File: src/rtl/hidrds_pkg.sv
// Shared types, constants and helpers for the HID report descriptor scanner.
// Used by hidrds_parser and the top level; depends on nothing else.
package hidrds_pkg;

    localparam logic [31:0] MAX16 = 32'd65535;

    typedef enum logic [1:0] {
        KIND_INPUT,
        KIND_OUTPUT,
        KIND_FEATURE
    } t_report_kind;

    // One completed main item or end-of-descriptor marker from the parser.
    typedef struct packed {
        logic         main;
        t_report_kind kind;
        logic [31:0]  size;
        logic [31:0]  count;
        logic         id_set;
        logic         last;
        logic [15:0]  upage;
        logic [15:0]  usage;
    } t_event;

    function automatic logic [15:0] clip16(input logic [31:0] m);
        return (m > MAX16) ? 16'hffff : m[15:0];
    endfunction

    function automatic logic ok16(input logic [31:0] m);
        return (m != 32'd0) && (m <= MAX16);
    endfunction

endpackage

File: src/rtl/hidrds_parser.sv
// Byte-level item parser: prefix decode, data byte gathering, long item skip,
// and the global/local item state. Depends on hidrds_pkg.
module hidrds_parser (
    input  logic                i_clk,
    input  logic                i_rst_n,
    input  logic                i_accept,
    input  logic [7:0]          i_data_byte,
    input  logic                i_last_byte,
    output hidrds_pkg::t_event  o_event
);

    typedef enum logic [2:0] {
        PH_PREFIX,
        PH_SHORT,
        PH_LONG_LEN,
        PH_LONG_TAG,
        PH_LONG_DATA
    } t_phase;

    localparam logic [7:0] LONG_PREFIX      = 8'hfe;
    localparam logic [1:0] TYPE_MAIN        = 2'd0;
    localparam logic [1:0] TYPE_GLOBAL      = 2'd1;
    localparam logic [1:0] TYPE_LOCAL       = 2'd2;
    localparam logic [3:0] TAG_USAGE_PAGE   = 4'd0;
    localparam logic [3:0] TAG_REPORT_SIZE  = 4'd7;
    localparam logic [3:0] TAG_REPORT_ID    = 4'd8;
    localparam logic [3:0] TAG_REPORT_COUNT = 4'd9;
    localparam logic [3:0] TAG_USAGE        = 4'd0;
    localparam logic [3:0] TAG_INPUT        = 4'd8;
    localparam logic [3:0] TAG_OUTPUT       = 4'd9;
    localparam logic [3:0] TAG_FEATURE      = 4'd11;
    localparam logic [1:0] SIZE_CODE_FOUR   = 2'd3;

    t_phase      r_phase, n_phase;
    logic [5:0]  r_kind, n_kind;
    logic [7:0]  r_left, n_left;
    logic [31:0] r_acc, n_acc;
    logic [1:0]  r_pos, n_pos;
    logic [31:0] r_size, n_size;
    logic [31:0] r_count, n_count;
    logic [7:0]  r_id, n_id;
    logic [15:0] r_upage, n_upage;
    logic        r_upage_seen, n_upage_seen;
    logic [15:0] r_usage, n_usage;
    logic        r_usage_seen, n_usage_seen;

    logic        done;
    logic [5:0]  kind;
    logic [31:0] value;
    logic [31:0] shifted;
    logic [1:0]  item_type;
    logic [3:0]  tag;

    always_comb begin
        n_phase      = r_phase;
        n_kind       = r_kind;
        n_left       = r_left;
        n_acc        = r_acc;
        n_pos        = r_pos;
        n_size       = r_size;
        n_count      = r_count;
        n_id         = r_id;
        n_upage      = r_upage;
        n_upage_seen = r_upage_seen;
        n_usage      = r_usage;
        n_usage_seen = r_usage_seen;
        done         = 1'b0;
        kind         = r_kind;
        value        = r_acc;
        shifted      = {24'd0, i_data_byte} << {r_pos, 3'b000};

        o_event      = '0;

        unique case (r_phase)
            PH_SHORT: begin
                n_acc  = r_acc | shifted;
                n_pos  = r_pos + 2'd1;
                n_left = r_left - 8'd1;
                if (n_left == 8'd0) begin
                    done    = 1'b1;
                    value   = n_acc;
                    n_phase = PH_PREFIX;
                end
            end
            PH_LONG_LEN: begin
                n_left  = i_data_byte;
                n_phase = PH_LONG_TAG;
            end
            PH_LONG_TAG: begin
                n_phase = (r_left == 8'd0) ? PH_PREFIX : PH_LONG_DATA;
            end
            PH_LONG_DATA: begin
                n_left = r_left - 8'd1;
                if (n_left == 8'd0) begin
                    n_phase = PH_PREFIX;
                end
            end
            default: begin
                if (i_data_byte == LONG_PREFIX) begin
                    n_phase = PH_LONG_LEN;
                end else begin
                    n_kind = i_data_byte[7:2];
                    kind   = i_data_byte[7:2];
                    n_acc  = 32'd0;
                    n_pos  = 2'd0;
                    value  = 32'd0;
                    n_left = (i_data_byte[1:0] == SIZE_CODE_FOUR) ? 8'd4
                                                                  : {6'd0, i_data_byte[1:0]};
                    if (i_data_byte[1:0] == 2'd0) begin
                        done    = 1'b1;
                        n_phase = PH_PREFIX;
                    end else begin
                        n_phase = PH_SHORT;
                    end
                end
            end
        endcase

        item_type = kind[1:0];
        tag       = kind[5:2];

        if (done) begin
            if (item_type == TYPE_GLOBAL) begin
                if (tag == TAG_USAGE_PAGE) begin
                    if (!r_upage_seen) begin
                        n_upage      = value[15:0];
                        n_upage_seen = 1'b1;
                    end
                end else if (tag == TAG_REPORT_SIZE) begin
                    n_size = value;
                end else if (tag == TAG_REPORT_ID) begin
                    n_id = value[7:0];
                end else if (tag == TAG_REPORT_COUNT) begin
                    n_count = value;
                end
            end else if (item_type == TYPE_LOCAL) begin
                if (tag == TAG_USAGE && !r_usage_seen) begin
                    n_usage      = value[15:0];
                    n_usage_seen = 1'b1;
                end
            end else if (item_type == TYPE_MAIN) begin
                if (tag == TAG_INPUT) begin
                    o_event.main = 1'b1;
                    o_event.kind = hidrds_pkg::KIND_INPUT;
                end else if (tag == TAG_OUTPUT) begin
                    o_event.main = 1'b1;
                    o_event.kind = hidrds_pkg::KIND_OUTPUT;
                end else if (tag == TAG_FEATURE) begin
                    o_event.main = 1'b1;
                    o_event.kind = hidrds_pkg::KIND_FEATURE;
                end
            end
        end

        o_event.size   = r_size;
        o_event.count  = r_count;
        o_event.id_set = (r_id != 8'd0);
        o_event.last   = i_last_byte;
        o_event.upage  = n_upage;
        o_event.usage  = n_usage;

        // The final byte closes the descriptor; the next byte starts afresh.
        if (i_last_byte) begin
            n_phase      = PH_PREFIX;
            n_kind       = 6'd0;
            n_left       = 8'd0;
            n_acc        = 32'd0;
            n_pos        = 2'd0;
            n_size       = 32'd0;
            n_count      = 32'd0;
            n_id         = 8'd0;
            n_upage      = 16'd0;
            n_upage_seen = 1'b0;
            n_usage      = 16'd0;
            n_usage_seen = 1'b0;
        end
    end

    always_ff @(posedge i_clk) begin
        if (!i_rst_n) begin
            r_phase      <= PH_PREFIX;
            r_kind       <= 6'd0;
            r_left       <= 8'd0;
            r_acc        <= 32'd0;
            r_pos        <= 2'd0;
            r_size       <= 32'd0;
            r_count      <= 32'd0;
            r_id         <= 8'd0;
            r_upage      <= 16'd0;
            r_upage_seen <= 1'b0;
            r_usage      <= 16'd0;
            r_usage_seen <= 1'b0;
        end else if (i_accept) begin
            r_phase      <= n_phase;
            r_kind       <= n_kind;
            r_left       <= n_left;
            r_acc        <= n_acc;
            r_pos        <= n_pos;
            r_size       <= n_size;
            r_count      <= n_count;
            r_id         <= n_id;
            r_upage      <= n_upage;
            r_upage_seen <= n_upage_seen;
            r_usage      <= n_usage;
            r_usage_seen <= n_usage_seen;
        end
    end

endmodule

File: src/rtl/hid_report_descriptor_scanner_unit.sv
// Top level of the HID report descriptor scanner: parser, length pipeline,
// maxima and the summary output register. Depends on hidrds_pkg, hidrds_parser.
//
// Throughput: one descriptor byte per cycle while input stall is low.
// After the last byte is accepted, its summary is registered in turn in the event,
// multiplier, length and output registers.
// Input stall rises only while output stall holds a summary, another end-of-descriptor
// marker waits in the length register and both stages in front of it are occupied.
// Reset (synchronous, active low) clears the parse state, maxima and all valid bits.
module hid_report_descriptor_scanner_unit (
    input  logic        i_clk,
    input  logic        i_rst_n,
    input  logic        i_in_valid,
    output logic        o_in_stall,
    input  logic [7:0]  i_data_byte,
    input  logic        i_last_byte,
    output logic        o_out_valid,
    input  logic        i_out_stall,
    output logic [15:0] o_input_report_bytes,
    output logic        o_input_valid,
    output logic [15:0] o_output_report_bytes,
    output logic        o_output_valid,
    output logic [15:0] o_feature_report_bytes,
    output logic        o_feature_valid,
    output logic [15:0] o_top_usage_page,
    output logic [15:0] o_top_usage,
    output logic [31:0] o_max_any_report_bytes
);

    typedef struct packed {
        logic                     main;
        hidrds_pkg::t_report_kind kind;
        logic [63:0]              product;
        logic                     id_set;
        logic                     last;
        logic [15:0]              upage;
        logic [15:0]              usage;
    } t_prod_stage;

    typedef struct packed {
        logic                     main;
        hidrds_pkg::t_report_kind kind;
        logic [31:0]              len;
        logic                     last;
        logic [15:0]              upage;
        logic [15:0]              usage;
    } t_len_stage;

    hidrds_pkg::t_event ev;
    hidrds_pkg::t_event r_s1;
    logic               r_s1_valid;
    t_prod_stage        r_s2, n_s2;
    logic               r_s2_valid;
    t_len_stage         r_s3, n_s3;
    logic               r_s3_valid;

    logic [31:0] r_max_in, r_max_out, r_max_feat, r_max_any;
    logic [31:0] n_max_in, n_max_out, n_max_feat, n_max_any;
    logic [31:0] r_out_in, r_out_out, r_out_feat, r_out_any;
    logic [15:0] r_out_upage, r_out_usage;
    logic        r_out_valid;

    logic        accept;
    logic        out_free, s3_move, s3_ready, s2_ready, s1_ready, load_out;
    logic [63:0] rounded;
    logic [60:0] bytes;

    assign out_free = !r_out_valid || !i_out_stall;
    assign s3_move  = r_s3_valid && (!r_s3.last || out_free);
    assign s3_ready = !r_s3_valid || s3_move;
    assign s2_ready = !r_s2_valid || s3_ready;
    assign s1_ready = !r_s1_valid || s2_ready;
    assign load_out = s3_move && r_s3.last;

    assign o_in_stall = !s1_ready;
    assign accept     = i_in_valid && s1_ready;

    hidrds_parser u_parser (
        .i_clk       (i_clk),
        .i_rst_n     (i_rst_n),
        .i_accept    (accept),
        .i_data_byte (i_data_byte),
        .i_last_byte (i_last_byte),
        .o_event     (ev)
    );

    always_comb begin
        n_s2.main    = r_s1.main;
        n_s2.kind    = r_s1.kind;
        n_s2.product = {32'd0, r_s1.size} * {32'd0, r_s1.count};
        n_s2.id_set  = r_s1.id_set;
        n_s2.last    = r_s1.last;
        n_s2.upage   = r_s1.upage;
        n_s2.usage   = r_s1.usage;
    end

    // ceil(bits/8) plus the ID byte folds into one add: (bits + 7 + 8*id) >> 3.
    always_comb begin
        rounded    = r_s2.product + (r_s2.id_set ? 64'd15 : 64'd7);
        bytes      = rounded[63:3];
        n_s3.main  = r_s2.main;
        n_s3.kind  = r_s2.kind;
        n_s3.len   = (|bytes[60:32]) ? 32'hffffffff : bytes[31:0];
        n_s3.last  = r_s2.last;
        n_s3.upage = r_s2.upage;
        n_s3.usage = r_s2.usage;
    end

    always_comb begin
        n_max_in   = r_max_in;
        n_max_out  = r_max_out;
        n_max_feat = r_max_feat;
        n_max_any  = r_max_any;
        if (s3_move && r_s3.main) begin
            unique case (r_s3.kind)
                hidrds_pkg::KIND_INPUT: begin
                    if (r_s3.len > r_max_in) n_max_in = r_s3.len;
                end
                hidrds_pkg::KIND_OUTPUT: begin
                    if (r_s3.len > r_max_out) n_max_out = r_s3.len;
                end
                hidrds_pkg::KIND_FEATURE: begin
                    if (r_s3.len > r_max_feat) n_max_feat = r_s3.len;
                end
                default: begin
                end
            endcase
            if (r_s3.len > r_max_any) n_max_any = r_s3.len;
        end
    end

    always_ff @(posedge i_clk) begin
        if (!i_rst_n) begin
            r_s1_valid  <= 1'b0;
            r_s2_valid  <= 1'b0;
            r_s3_valid  <= 1'b0;
            r_out_valid <= 1'b0;
            r_max_in    <= 32'd0;
            r_max_out   <= 32'd0;
            r_max_feat  <= 32'd0;
            r_max_any   <= 32'd0;
        end else begin
            if (s1_ready) begin
                // Bytes that neither finish an Input, Output or Feature item nor end the
                // descriptor leave a bubble.
                r_s1_valid <= accept && (ev.main || ev.last);
                r_s1       <= ev;
            end
            if (s2_ready) begin
                r_s2_valid <= r_s1_valid;
                r_s2       <= n_s2;
            end
            if (s3_ready) begin
                r_s3_valid <= r_s2_valid;
                r_s3       <= n_s3;
            end

            if (load_out) begin
                r_out_valid <= 1'b1;
                r_out_in    <= n_max_in;
                r_out_out   <= n_max_out;
                r_out_feat  <= n_max_feat;
                r_out_any   <= n_max_any;
                r_out_upage <= r_s3.upage;
                r_out_usage <= r_s3.usage;
                r_max_in    <= 32'd0;
                r_max_out   <= 32'd0;
                r_max_feat  <= 32'd0;
                r_max_any   <= 32'd0;
            end else begin
                if (r_out_valid && !i_out_stall) r_out_valid <= 1'b0;
                r_max_in   <= n_max_in;
                r_max_out  <= n_max_out;
                r_max_feat <= n_max_feat;
                r_max_any  <= n_max_any;
            end
        end
    end

    assign o_out_valid            = r_out_valid;
    assign o_input_report_bytes   = hidrds_pkg::clip16(r_out_in);
    assign o_input_valid          = hidrds_pkg::ok16(r_out_in);
    assign o_output_report_bytes  = hidrds_pkg::clip16(r_out_out);
    assign o_output_valid         = hidrds_pkg::ok16(r_out_out);
    assign o_feature_report_bytes = hidrds_pkg::clip16(r_out_feat);
    assign o_feature_valid        = hidrds_pkg::ok16(r_out_feat);
    assign o_top_usage_page       = r_out_upage;
    assign o_top_usage            = r_out_usage;
    assign o_max_any_report_bytes = r_out_any;

    a_max_cleared_after_summary: assert property (@(posedge i_clk) disable iff (!i_rst_n)
        load_out |=> (r_max_any == 32'd0 && r_max_in == 32'd0))
        else $error("maxima not cleared after a summary was loaded");

    a_overall_bounds_kinds: assert property (@(posedge i_clk) disable iff (!i_rst_n)
        (r_max_any >= r_max_in) && (r_max_any >= r_max_out) && (r_max_any >= r_max_feat))
        else $error("overall maximum below a per-kind maximum");

    a_s1_holds_useful: assert property (@(posedge i_clk) disable iff (!i_rst_n)
        r_s1_valid |-> (r_s1.main || r_s1.last))
        else $error("event register holds an item with no effect");

    a_no_stall_when_out_free: assert property (@(posedge i_clk) disable iff (!i_rst_n)
        !r_out_valid |-> !o_in_stall)
        else $error("input stalled while the output register is empty");

endmodule

File: config.mk
export PLATFORM = sky130hd
export DESIGN_NAME = hid_report_descriptor_scanner_unit
export DESIGN_NICKNAME = d
export VERILOG_FILES = /design/src/rtl/hidrds_pkg.sv /design/src/rtl/hidrds_parser.sv /design/src/rtl/hid_report_descriptor_scanner_unit.sv
export SDC_FILE = /design/constraint.sdc
export NUM_CORES = 2
export LEC_CHECK = 0
export ABC_AREA = 1
export BUFFER_PORTS_ARGS = -buffer_cell sky130_fd_sc_hd__buf_2
export CAP_MARGIN = 10
export CORE_MARGIN = 2
export CORE_UTILIZATION = 42
export CTS_BUF_LIST = sky130_fd_sc_hd__clkbuf_4 sky130_fd_sc_hd__clkbuf_8
export CTS_CLUSTER_SIZE = 40
export DETAILED_ROUTE_END_ITERATION = 6
export GPL_ROUTABILITY_DRIVEN = 0
export HOLD_SLACK_MARGIN = 0.15
export PLACE_DENSITY = 0.69
export SYNTH_ARGS = -nofsm -noshare
export SYNTH_HDL_FRONTEND = slang
export SYNTH_HIERARCHICAL = 1
export SYNTH_SLANG_ARGS = --single-unit
File: constraint.sdc
create_clock -name i_clk -period 24.8 [get_ports i_clk]
set_clock_uncertainty 0.1 [all_clocks]
set_input_delay 2.48 -clock i_clk [delete_from_list [all_inputs] [get_ports i_clk]]
set_output_delay 2.48 -clock i_clk [all_outputs]
set_load 0.005 [all_outputs]
## Word-level counts from Yosys, hierarchy flattened

Cells that the tools add are included.
W data, S select, Z words.

- Register bits after elaboration: 719
- Latch bits: 0
- RAM bits: 0
- Bits in read-only memories: 0
- Input bits: 13
- Output and inout bits: 117
- Logic and storage cells: 239
- Memories: 0

- Add/subtract/negate cells: 3
- Multiply operators: 1
- Div/mod/pow operators: 0
- $lt $le $gt $ge: 10
- Eq/ne operators: 23
- Shifts and indexed selects: 1
- Mux-type cells: 86
- Bitwise logic cells: 4
- Reduce and logical (&&, ||, !) cells: 63

Operators with widths:

| operator | count |
|---|---|
| $mux W32 | 26 |
| $mux W16 | 13 |
| $gt A32 B32 Y1 | 4 |
| $pmux W32 S2 | 2 |
| $gt A32 B16 Y1 const B | 3 |
| $le A32 B16 Y1 const B | 3 |
| $reduce_bool A32 Y1 | 3 |
| $add A64 B4 Y64 | 1 |
| $mul A32 B32 Y64 | 1 |
| $mux W8 | 8 |
| $mux W3 | 12 |
| $or A32 B32 Y32 | 1 |
| $shl A8 B5 Y32 | 1 |
| $reduce_or A29 Y1 | 1 |
| $pmux W8 S3 | 1 |
| $mux W6 | 3 |
| $reduce_bool A2 Y1 | 9 |
| $logic_not A8 Y1 | 2 |
| $mux W1 | 15 |
| $eq A4 B4 Y1 const B | 3 |
| $reduce_and A2 Y1 | 6 |
| $logic_and A1 B1 Y1 | 10 |
| $ne A2 B2 Y1 const B | 5 |
| $reduce_and A5 Y1 | 2 |
| other kinds (33) | 56 |

## Longest topological paths before layout

- Depth after elaboration: 13
- Depth in mapped cells: 32
- Mapped depth without buffers: 31

## By module

Netlist, hierarchy kept.

By module, submodules not included:

| module | instances | cells an instance | area each (um2) | sequential area each (um2) |
|---|---|---|---|---|
| hid_report_descriptor_scanner_unit | 1 | 6913 | 59205.5 | 15554.9 |
| hidrds_parser | 1 | 1413 | 8774.7 | 3143.0 |

## Least setup slack after synthesis

Ideal clock, no wire load.

- Path kind: input to register
- Start: in i_out_stall
- End: reg r_out_any[0] (netlist: o_max_any_report_bytes[0]) (enable)
- Setup time: 0.682 ns
- Arrival: 9.300 ns
- Required time: 24.018 ns
- Setup slack: 14.718 ns
- Stages on the path: 3
- Path buffers: 0
- Path through: nand2_1 -> nand3_1 -> nor2_1

- Cells in the longest elaborated chain, start to end: 6

Ends and longest elaborated chain:

| item | line | source |
|---|---|---|
| start, declared | hid_report_descriptor_scanner_unit.sv:18 | `input logic i_out_stall,` |
| $logic_not A1 Y1 | hid_report_descriptor_scanner_unit.sv:68 | `assign out_free = !r_out_valid \|\| !i_out_stall;` |
| $logic_or A1 B1 Y1 | hid_report_descriptor_scanner_unit.sv:68 |  |
| $logic_or A1 B1 Y1 | hid_report_descriptor_scanner_unit.sv:69 | `assign s3_move = r_s3_valid && (!r_s3.last \|\| out_free);` |
| $logic_and A1 B1 Y1 | hid_report_descriptor_scanner_unit.sv:69 |  |
| $logic_and A1 B1 Y1 | hid_report_descriptor_scanner_unit.sv:73 | `assign load_out = s3_move && r_s3.last;` |
| $reduce_and A2 Y1 (no source line) | - |  |
| end signal, assigned | hid_report_descriptor_scanner_unit.sv:163 | `r_out_any <= n_max_any;` |
| end, declared | hid_report_descriptor_scanner_unit.sv:59 | `logic [31:0] r_out_in, r_out_out, r_out_feat, r_out_any;` |

Every way passes these cells.
A chain may end at the register's enable or synchronous reset.

==> summary.md <==
| Metric | Value |
|---|---|
| Core Region | `161000 µm²` |
| Fmax | `around 0.13 GHz` |
| Crit path max fanout | `22` |
| Max capacitance violation total | `0` |
| Worst Tran Pin Value | `about 1200 ps` |
| Die H | `around 410 µm` |
| Share of cells above drive strength 1 | `0.0632` |
| Port Buffers | `129` |
| Final Max Slew Viols | `0` |
| R2R Setup Slk | `16820 ps` |
| Clock Sinks | `719` |
| Number of enable flip-flop cells after synthesis | `430` |
| Initial Utilization | `0.423` |
| Top cells by count, synth | `2120 x inv_1, 2039 x nand2_1, 896 x fa_1` |
| TritonCTS clock tree | `done` |
| Synth Register Bits | `719` |
| Post-synthesis cell type count | `52` |
| Mapped Avg Cell Area | `around 8.2 µm²` |
| H-Tree Depth | `3` |
| Syn Std Cell Area | `between 60000 and 70000 µm²` |
| Synth Flop Type | `edfxtp_1` |
| Clock root cell | `clkbuf_8` |
| Via count | `53687` |
| Minimum clock period | `7980 ps` |
| Cells after Synth | `8326` |
| YS warnings | `6` |
| Die Wd | `406 µm` |
| Row cnt | `147` |
| GRT Residual Overflow | `0` |
| Detail Placement HPWL | `139 mm` |
| Vias in the first global route | `55774` |
| Setup violators final | `0` |
| Hold Crit Start | `u_parser/r_size[29]$_SDFFE_PN0P_` |
| Crit path DAT | `~8400 ps` |
| Total Routed Length | `188 mm` |
| Worst setup SP type | `flip-flop` |
| Reg area | `approximately 19000 µm²` |
| R2R Path End | `r_s2[85]$_DFFE_PP_` |
| Die area | `around 170000 µm²` |
| Largest net degree at the start of global routing | `92` |
| Most frequent cell after synthesis | `inv_1` |
| Final hold viol count | `0` |
| Latest clock arrival within the worst-skew pair | `820 ps` |
| Final-stage net count | `9641` |
| Crit path capture type | `flip-flop` |
| Footprint of the multi-input gates | `40000 µm²` |
| R2R depth | `23` |
| WHS Endpoint | `r_s1[95]$_DFFE_PP_` |
| DRC | `0` |
| Setup ws final | `about 17000 ps` |
| Detail Route Antenna Nets | `0` |
| Drt wl/cell | `17.8 µm` |
| CTS resizes | `0` |
| R2r startpoint | `r_s1[53]$_DFFE_PP_` |
| Share of the synthesized area in the top cell type | `0.264` |
| First-pass GRT wire length | `300 mm` |
| Gr usage total | `0.232` |
| Placement Setup Slack | `~17000 ps` |
| Required time worst endpoint | `25230 ps` |
| IO Pins | `130` |
| Hold slack | `275 ps` |
| Synth Net Count | `between 9000 and 10000` |
| Asr flop ratio synth | `0` |
| Hold path depth | `0` |
| Pre-antenna DRT Iters | `6` |
| Post-CTS Hold Buffers | `0` |
| Post-route clock period utilization | `0.322` |
| Min-Delay Path Class | `reg -> reg` |
| Clk slew on worst S/H paths | `around 80 ps` |
| RSZ-0062 raised after global routing | `false` |
| TritonCTS Buffers | `between 100 and 150` |
| Sequential share of the synthesized area | `0.275` |
| Status | `complete, no violations` |
| Dominant cell type by area after synthesis | `fa_1` |
| Buffer depth of the longest clock path | `3` |
| Filler instances | `approximately 15000` |
| Via-to-Cell Ratio | `5.06` |
| Top cells by area, synth | `fa_1 26%, edfxtp_1 19%, inv_1 12%, nand2_1 11%, dfxtp_1 8.5%` |
| Fin Setup TNS | `0 ps` |
| Synthesis-to-layout area growth | `7.68%` |
| Initial antenna violation count | `5` |
| Post-CTS Setup Repair Bufs | `0` |
| Detailed Route Iter0 Violations | `approximately 5100` |
| WS Path Type | `reg -> reg` |
| Slew HR | `0.210` |
==> stage by stage <==
stage / instances / instance area [µm²] / util
4_1_cts: 10598 / 73200 / 0.456
2_1_floorplan: 8326 / 68000 / -
5_1_grt: 10602 / 73200 / 0.456
3_5_place_dp: 10383 / 70700 / 0.440
3_3_place_gp: 10383 / 70700 / 0.440
6_report: 10603 / 73200 / 0.456
==> area by class of cell <==
type	count	share of cell area
diodes	5	0.000171
well taps	2160	0.0369
clock buffers	165	0.0276
flip-flops and latches	719	0.255
multi-input cells	5153	0.546
inverters	2136	0.110
clock inverters	50	0.00626
repair buffers	215	0.0176
==> cells in the final DEF, fill, tap and decap left out, drive strengths merged, types with 38 or more instances in the layout <==
master / n
a21oi: 246
buf: 215
clkbuf: 165
clkinv: 38
dfxtp: 289
edfxtp: 430
fa: 896
ha: 394
inv: 2139
nand2: 2056
nand3: 274
nor2: 625
o21ai: 256
or2: 50
xor2: 60
==> kinds of logic after synthesis <==
family                   count (synthesis)  share of synthesized area
AND/OR/NAND/NOR                       3172                      0.192
XOR/XNOR                                86                     0.0111
AO/OA/AOI/OAI                          605                     0.0487
buffers and inverters                 2454                      0.137
adder cells (fa/ha/maj)               1290                      0.336
flip-flops                             719                      0.275
==> registers in the layout, indices dropped and copies added (netlist names), 32 cells and up <==
signal,flops
r_s3,68
r_s2,65
r_s1,64
n_s2,37
n_s3,36
o_max_any_report_bytes,32
r_max_any,32
r_max_feat,32
r_max_in,32
r_max_out,32
r_out_feat,32
r_out_in,32
r_out_out,32
u_parser/r_acc,32
u_parser/r_count,32
u_parser/r_size,32
==> critical path, cell delays in order (launching register included) <==
cell      delay, ps
edfxtp_1        660
buf_4           490
nand2_1         140
fa_1            500
fa_1            550
inv_1            60
fa_1            500
fa_1            570
fa_1            440
fa_1            460
fa_1            490
inv_1            50
fa_1            530
inv_1            70
ha_1            460
nand2_1         150
nor2_1          140
inv_1            90
nor2_1           90
inv_1            90
nor3_1          470
nand4_1         300
nand3_1         180
xor2_1           80
==> worst max-delay path by stage <==
stage	from	endpoint	slack, ps	cells past startpoint
2_1_floorplan	i_out_stall	o_max_any_report_bytes[0]$_DFFE_PP_	14720	3
3_3_place_gp	r_s1[77]$_DFFE_PP_	r_s2[85]$_DFFE_PP_	17030	23
3_5_place_dp	r_s1[77]$_DFFE_PP_	r_s2[85]$_DFFE_PP_	16880	23
4_1_cts	r_s1[77]$_DFFE_PP_	r_s2[85]$_DFFE_PP_	16910	23
5_1_grt	r_s1[77]$_DFFE_PP_	r_s2[96]$_DFFE_PP_	16610	25
6_report	r_s1[53]$_DFFE_PP_	r_s2[85]$_DFFE_PP_	16820	23
==> metal layers <==
layer,up-vias,global-route usage,routed length (µm)
met5,-,0,23
met4,4,0.0965,8460
met3,547,0.0491,18300
met2,2546,0.383,87600
met1,25856,0.296,74000
li1,24734,-,-
Power is not shown: default switching activity piles up to over one toggle a cycle in this logic, so the estimate is an artifact.
